--- src/pfe_pkg.sv ---
// shared types and constants of the postfix expression evaluator
package pfe_pkg;

  localparam int DATA_W          = 32;
  localparam int CHAR_W          = 8;
  localparam int STATUS_W        = 2;
  localparam int STACK_DEPTH_DEF = 128;

  typedef logic [CHAR_W-1:0]   char_t;
  typedef logic [STATUS_W-1:0] status_t;
  typedef logic [DATA_W-1:0]   word_t;

  // character codes
  localparam char_t CH_0     = 8'h30;
  localparam char_t CH_9     = 8'h39;
  localparam char_t CH_SPACE = 8'h20;
  localparam char_t CH_COMMA = 8'h2c;
  localparam char_t CH_PLUS  = 8'h2b;
  localparam char_t CH_MINUS = 8'h2d;
  localparam char_t CH_STAR  = 8'h2a;
  localparam char_t CH_SLASH = 8'h2f;

  // status codes
  localparam status_t ST_OK        = 2'd0;
  localparam status_t ST_OVERFLOW  = 2'd1;
  localparam status_t ST_UNDERFLOW = 2'd2;
  localparam status_t ST_DIVZERO   = 2'd3;

  // divider request and response
  typedef struct packed {
    logic  start;
    word_t dividend;
    word_t divisor;
  } div_req_t;

  typedef struct packed {
    logic  done;
    word_t quotient;
  } div_rsp_t;

endpackage

--- src/pfe_div.sv ---
// iterative signed divider, one quotient bit per cycle, truncates toward zero
module pfe_div import pfe_pkg::*; (
  input  logic     clk,
  input  logic     rst_n,
  input  div_req_t req,
  output div_rsp_t rsp
);

  localparam int CW = $clog2(DATA_W);

  logic          busy_r;
  logic          done_r;
  logic [CW-1:0] cnt_r;
  word_t         rem_r;
  word_t         quo_r;
  word_t         dvs_r;
  logic          neg_r;

  word_t         a_abs;
  word_t         b_abs;
  logic [DATA_W:0] trial;
  logic          fits;

  assign a_abs = req.dividend[DATA_W-1] ? -req.dividend : req.dividend;
  assign b_abs = req.divisor[DATA_W-1]  ? -req.divisor  : req.divisor;
  assign trial = {rem_r, quo_r[DATA_W-1]} - {1'b0, dvs_r};
  assign fits  = ~trial[DATA_W];

  always_ff @(posedge clk) begin
    if (!rst_n) begin
      busy_r <= 1'b0;
      done_r <= 1'b0;
      cnt_r  <= '0;
    end else begin
      done_r <= 1'b0;
      if (req.start) begin
        busy_r <= 1'b1;
        cnt_r  <= '0;
      end else if (busy_r) begin
        cnt_r <= cnt_r + CW'(1);
        if (cnt_r == CW'(DATA_W - 1)) begin
          busy_r <= 1'b0;
          done_r <= 1'b1;
        end
      end
    end
  end

  always_ff @(posedge clk) begin
    if (req.start) begin
      rem_r <= '0;
      quo_r <= a_abs;
      dvs_r <= b_abs;
      neg_r <= req.dividend[DATA_W-1] ^ req.divisor[DATA_W-1];
    end else if (busy_r) begin
      rem_r <= fits ? trial[DATA_W-1:0] : {rem_r[DATA_W-2:0], quo_r[DATA_W-1]};
      quo_r <= {quo_r[DATA_W-2:0], fits};
    end
  end

  assign rsp.done     = done_r;
  assign rsp.quotient = neg_r ? -quo_r : quo_r;

endmodule

--- config.mk ---
export PLATFORM = sky130hd
export DESIGN_NAME = pfe_div
export DESIGN_NICKNAME = d
export VERILOG_FILES = /design/src/pfe_pkg.sv /design/src/pfe_div.sv
export SDC_FILE = /design/constraint.sdc
export NUM_CORES = 1
export LEC_CHECK = 0
export ABC_AREA = 1
export BUFFER_PORTS_ARGS = -buffer_cell sky130_fd_sc_hd__buf_2
export CAP_MARGIN = 20
export CORE_MARGIN = 4
export CORE_UTILIZATION = 40
export DETAILED_ROUTE_END_ITERATION = 12
export PLACE_DENSITY_LB_ADDON = 0.3
export SYNTH_ARGS = -nofsm -noshare
export SYNTH_HDL_FRONTEND = slang
export SYNTH_SLANG_ARGS = --single-unit
--- constraint.sdc ---
create_clock -name clk -period 5.05 [get_ports clk]
set_input_delay 0.505 -clock clk [delete_from_list [all_inputs] [get_ports clk]]
set_output_delay 0.505 -clock clk [all_outputs]
set_load 0.05 [all_outputs]
Word level (Yosys, flattened, before mapping)
Index checks and enable logic that the tools add are counted.

Magnitude comparators: 0. Equal/unequal tests: 1. Reductions and logical operators: 3. Multipliers: 0. Bitwise gates (word level): 4. Shift-type cells: 0. Divide/modulo/power cells: 0. Multiplexer cells: 10. Add/sub/neg operators: 5.

Operators by type and width (number): $mux W32 (5); $neg A32 Y32 (3); $sub A33 B32 Y33 (1); $mux W31 (1); $add A5 B1 Y5 const B (1); $eq A5 B5 Y1 const B (1); $mux W1 (4); $not A1 Y1 (3); $reduce_or A3 Y1 (1); $reduce_bool A2 Y1 (1); $reduce_or A2 Y1 (1); $xor A1 B1 Y1 (1).

Word-level logic and storage cells: 31. Input bits: 67. Memories kept: 0. Register bits after elaboration: 104. RAM bits: 0. Memory bits (read-only): 0. Bits in latches: 0.

Depth between registers and ports, before layout
Depth after elaboration: 4. Depth in mapped cells: 18. Gate-level depth less buffers: 17.

Worst setup path after synthesis
No wires, ideal clock.

Path type: register to output. Start point: register quo_r[0]. End point: output port rsp[28] (netlist name). Cell stages (with the launch flop): 11. Slack: 2236 ps. Arrival: 2309 ps. Required time: 4545 ps. Buffers on the path: 0. Path through: edfxtp_1 -> inv_1 -> ha_1 -> nand3_1 -> nor2_1 -> nand2_1 -> nor2_1 -> nand4_1 -> o21ai_0 -> nand2_1 -> xor2_1.

RTL lines: start, declared (line pfe_div.sv:15) `word_t quo_r;`; start signal, assigned (line pfe_div.sv:52) `quo_r <= a_abs;`; start signal, assigned (line pfe_div.sv:57) `quo_r <= {quo_r[DATA_W-2:0], fits};`; end, declared (line pfe_div.sv:6) `output div_rsp_t rsp`.

==> impl_metrics.yaml <==
layout:
  syn2layout_area_growth_pct: 10.6
  fin_util_pct: 45.5
  antenna_cells: 0
  drive_above_1_share_pct: 12.8
  fin_cells: 1863
  nNetsFinal: 1650
floorplan:
  rows: 55
  die_width_um: 162
  start_util_pct: 41.2
  io_pins: 100
  die_h_um: 162
  die-area_sq_um: 26100
  core_area_sq_um: 22900
worst_setup_path:
  crit_slowest_cell: "edfxtp_1"
  rrSetupSlack_ns: 2.40
  start_kind: "flip-flop"
  crit_chain: "inv_1, ha_1, nand3_1, nor2_1, nand2_1, nor2_1, nand4_1, o21ai_0, nand2_1, xor2_1, buf_2"
  reg2reg_to: "quo_r[0]$_DFFE_PP_"
  rr_worst_depth: 15
  critPathMaxStageDelay_ns: 0.43
  cp_max_fo: 3
  critPathKind: "flip-flop to output port"
  worstPathArrival_ns: 2.79
  end_kind: "output port"
  worstPathRequired_ns: 4.55
  r2r-start: "quo_r[31]$_DFFE_PP_"
routing:
  ant_nets: 0
  drt-total-wl_mm: 24.8
  drt_first_pass_iters: 5
  remaining_drc_errors: 0
  wl_per_cell_um: 13.3
  initialDrtViolationCount: 531
  vias_per_cell: 4.73
  vias: 8816
clocking:
  clk_path_buf_depth: 2
  cts.sinks: 104
  clk_pin_slew_ns: 0.08
  holdBufCountCts: 0
  clk_latency_ns: 0.35
  post_cts_buffers: 0
  cts-htree-levels: 3
  cts_resized: 0
  ctsRootBufferMaster: "clkbuf_16"
  cts_tree: "done"
  cts_buffers: 9
timing:
  drv_slew: 0
  final.setup_skew_ns: 0.00982
  maxSlewHeadroom_pct: 34.5
  fin_crit_sh_pct: 65.2
  rsz0062_at_grt: "no"
  fin_setup_tns_ns: 0
  finalSetupViolations: 0
  max_slew.worst_pin.slew_ns: 0.982
  fin_crit_ns: 3.29
  fmax_ghz: 0.304
  hold_viol: 0
logic_synthesis:
  synth_edf_count: 65
  netlist_area_sq_um: 9430
  async_flop_share_pct: 0
  synth_warnings: 0
  synth_nets: 1568
  ys.flop_type: "edfxtp_1"
  synth_seq_cells: 104
  seq_area_frac_synth_pct: 29.0
  avgSynthCellArea_sq_um: 6.45
  ys_types: 44
  netlist_instances: 1463
power:
  switching_share_pct: 38.0
  intPower_mw: 1.53
  seqPwrFrac_pct: 41.6
  leakagePower_nw: 5.50
  p_sw_mw: 0.935
  clockPowerShare_pct: 27.9
  vdd_drop_max_mv: 0.145
  cellPowerDensity_nw_per_um2: 236
  power.total_mw: 2.46
  p_comb_share_pct: 30.4
global_routing:
  grt_overflow_total: 0
  antenna_found_initial: 7
  grt_pass1_wl_mm: 40.9
  grt.total_usage_pct: 19.0
  grt_pass1_vias: 8466
  grt_max_degree: 58
placed_design:
  dp_hpwl_mm: 19.9
  portBuffers: 99
  gp_congestion: 0.906
  dp_cells: 1847
hold_path:
  min_from: "req[0]"
  hold_end: "dvs_r[0]$_DFFE_PP_"
  holdCritPathClass: "input port to flip-flop"
  hold_depth: 1
run:
  max-cap-violations: 0
run_status:
  status: "complete, no violations"
==> state kept, by name, summed over array words and instances (netlist names) <==
signal and count:
done_r 1, dvs_r 32, busy_r 1, cnt_r 5, rem_r 32, neg_r 1, quo_r 32
==> synthesized netlist by cell type, types with 2 or more instances <==
cell      count  area (sq um)
clkbuf_1     20          75.1
o31ai_1       5          37.5
nand3_2       9          90.1
and2_1        4          25.0
buf_4         3          22.5
nor3_1       28           140
nand2_8       2          40.0
o21ai_0      57           285
a31oi_1       7          43.8
nand2_4       4          45.0
buf_2         3          15.0
or2_2         5          31.3
inv_1       295          1110
buf_8         2          30.0
a21oi_1      34           170
nor3_2        2          20.0
nand4_1      22           138
o211ai_1      4          30.0
and3_1        3          18.8
xnor2_1      27           236
nand3_1      92           460
nand3b_1      6          45.0
nor2_2        5          31.3
xor2_1       60           526
nand2_1     449          1690
inv_2         3          11.3
edfxtp_1     65          1950
nor2_1      114           428
nand2_2      42           263
ha_1         37           463
buf_12        3          60.1
dfxtp_1      39           781
==> how the worst max path moves through the flow <==
stage | start | endpoint | slack (ns) | cells after the start
6_report | quo_r[0]$_DFFE_PP_ | rsp[28] | 1.76 | 11
5_1_grt | quo_r[1]$_DFFE_PP_ | rsp[28] | 1.53 | 11
4_1_cts | quo_r[0]$_DFFE_PP_ | rsp[28] | 1.77 | 11
3_5_place_dp | quo_r[0]$_DFFE_PP_ | rsp[28] | 2.20 | 11
3_3_place_gp | quo_r[0]$_DFFE_PP_ | rsp[28] | 2.22 | 11
2_1_floorplan | quo_r[0]$_DFFE_PP_ | rsp[28] | 2.24 | 10
==> placed cells by master (no fill, tap or decap), types with 3 or more instances in the layout <==
cell / Yosys / final
nor2_1: 114 / 112
o211ai_1: 4 / 4
nand3_1: 92 / 92
o31ai_1: 5 / 5
xnor2_1: 27 / 27
clkbuf_16: 0 / 9
nand3_2: 9 / 9
inv_2: 3 / 3
ha_1: 37 / 37
buf_4: 3 / 4
and2_1: 4 / 4
xor2_1: 60 / 60
nand2_2: 42 / 42
inv_1: 295 / 295
nand2_1: 449 / 449
nor3_1: 28 / 28
a31oi_1: 7 / 7
dfxtp_1: 39 / 39
nand2_4: 4 / 4
edfxtp_1: 65 / 65
nand3b_1: 6 / 6
a21oi_1: 34 / 34
nand4_1: 22 / 22
or2_2: 5 / 5
o21ai_0: 57 / 57
nor2_2: 5 / 7
and3_1: 3 / 3
buf_2: 3 / 99
==> cell families after synthesis <==
| kind of cell | count (synthesis) | synth area share, % |
|---|---|---|
| AOI/OAI and AO/OA | 113 | 6.53 |
| xor gates and xnor gates | 87 | 8.08 |
| adders and majority gates | 38 | 5.12 |
| buffers and inverters | 330 | 14.0 |
| DFF | 104 | 29.0 |
| and+or+nand+nor | 791 | 37.3 |
==> layer usage <==
metal	vias up	GRT usage, %	wire length [um]
met1	3912	24.1	11100
met5	-	0	82
li1	4679	-	-
met3	37	3.37	1180
met2	174	33.6	12000
met4	14	4.65	412
==> metrics by stage <==
| stage | setup slack, ns | instance area (sq um) | hold WS (ns) |
|---|---|---|---|
| global placement | 2.22 | 10100 | 0.435 |
| finish | 1.76 | 10400 | 0.357 |
| global route | 1.53 | 10400 | 0.348 |
| floorplan | 2.24 | 9430 | 0.414 |
| CTS | 1.77 | 10400 | 0.348 |
| detailed placement | 2.20 | 10100 | 0.436 |
==> power by group through the flow <==
stage | clock network, mW | registers (mW) | logic (mW)
2_1_floorplan | 0 | 1.02 | 0.554
3_3_place_gp | 0 | 1.04 | 0.742
3_5_place_dp | 0 | 1.04 | 0.746
4_1_cts | 0.709 | 1.03 | 0.750
5_1_grt | 0.742 | 1.03 | 0.819
6_report | 0.688 | 1.03 | 0.750
==> cell type report <==
type,instances,area [sq um]
flip-flops and latches,104,2730
clock buffers,9,225
repair buffers,103,526
multi-input cells,1029,5380
clock inverters,7,61.3
well taps,313,392
fillers,2436,12500
inverters,298,1120
==> worst max-delay path, delay by kind of cell, from the launching register on <==
family	cells	cell delay, ns
fa+ha+maj	1	0.18
compound gates	1	0.34
buf+inv	2	0.39
simple gates	6	0.94
flops	1	0.43
xor+xnor	1	0.16
Power figures use the tool's default switching activity.
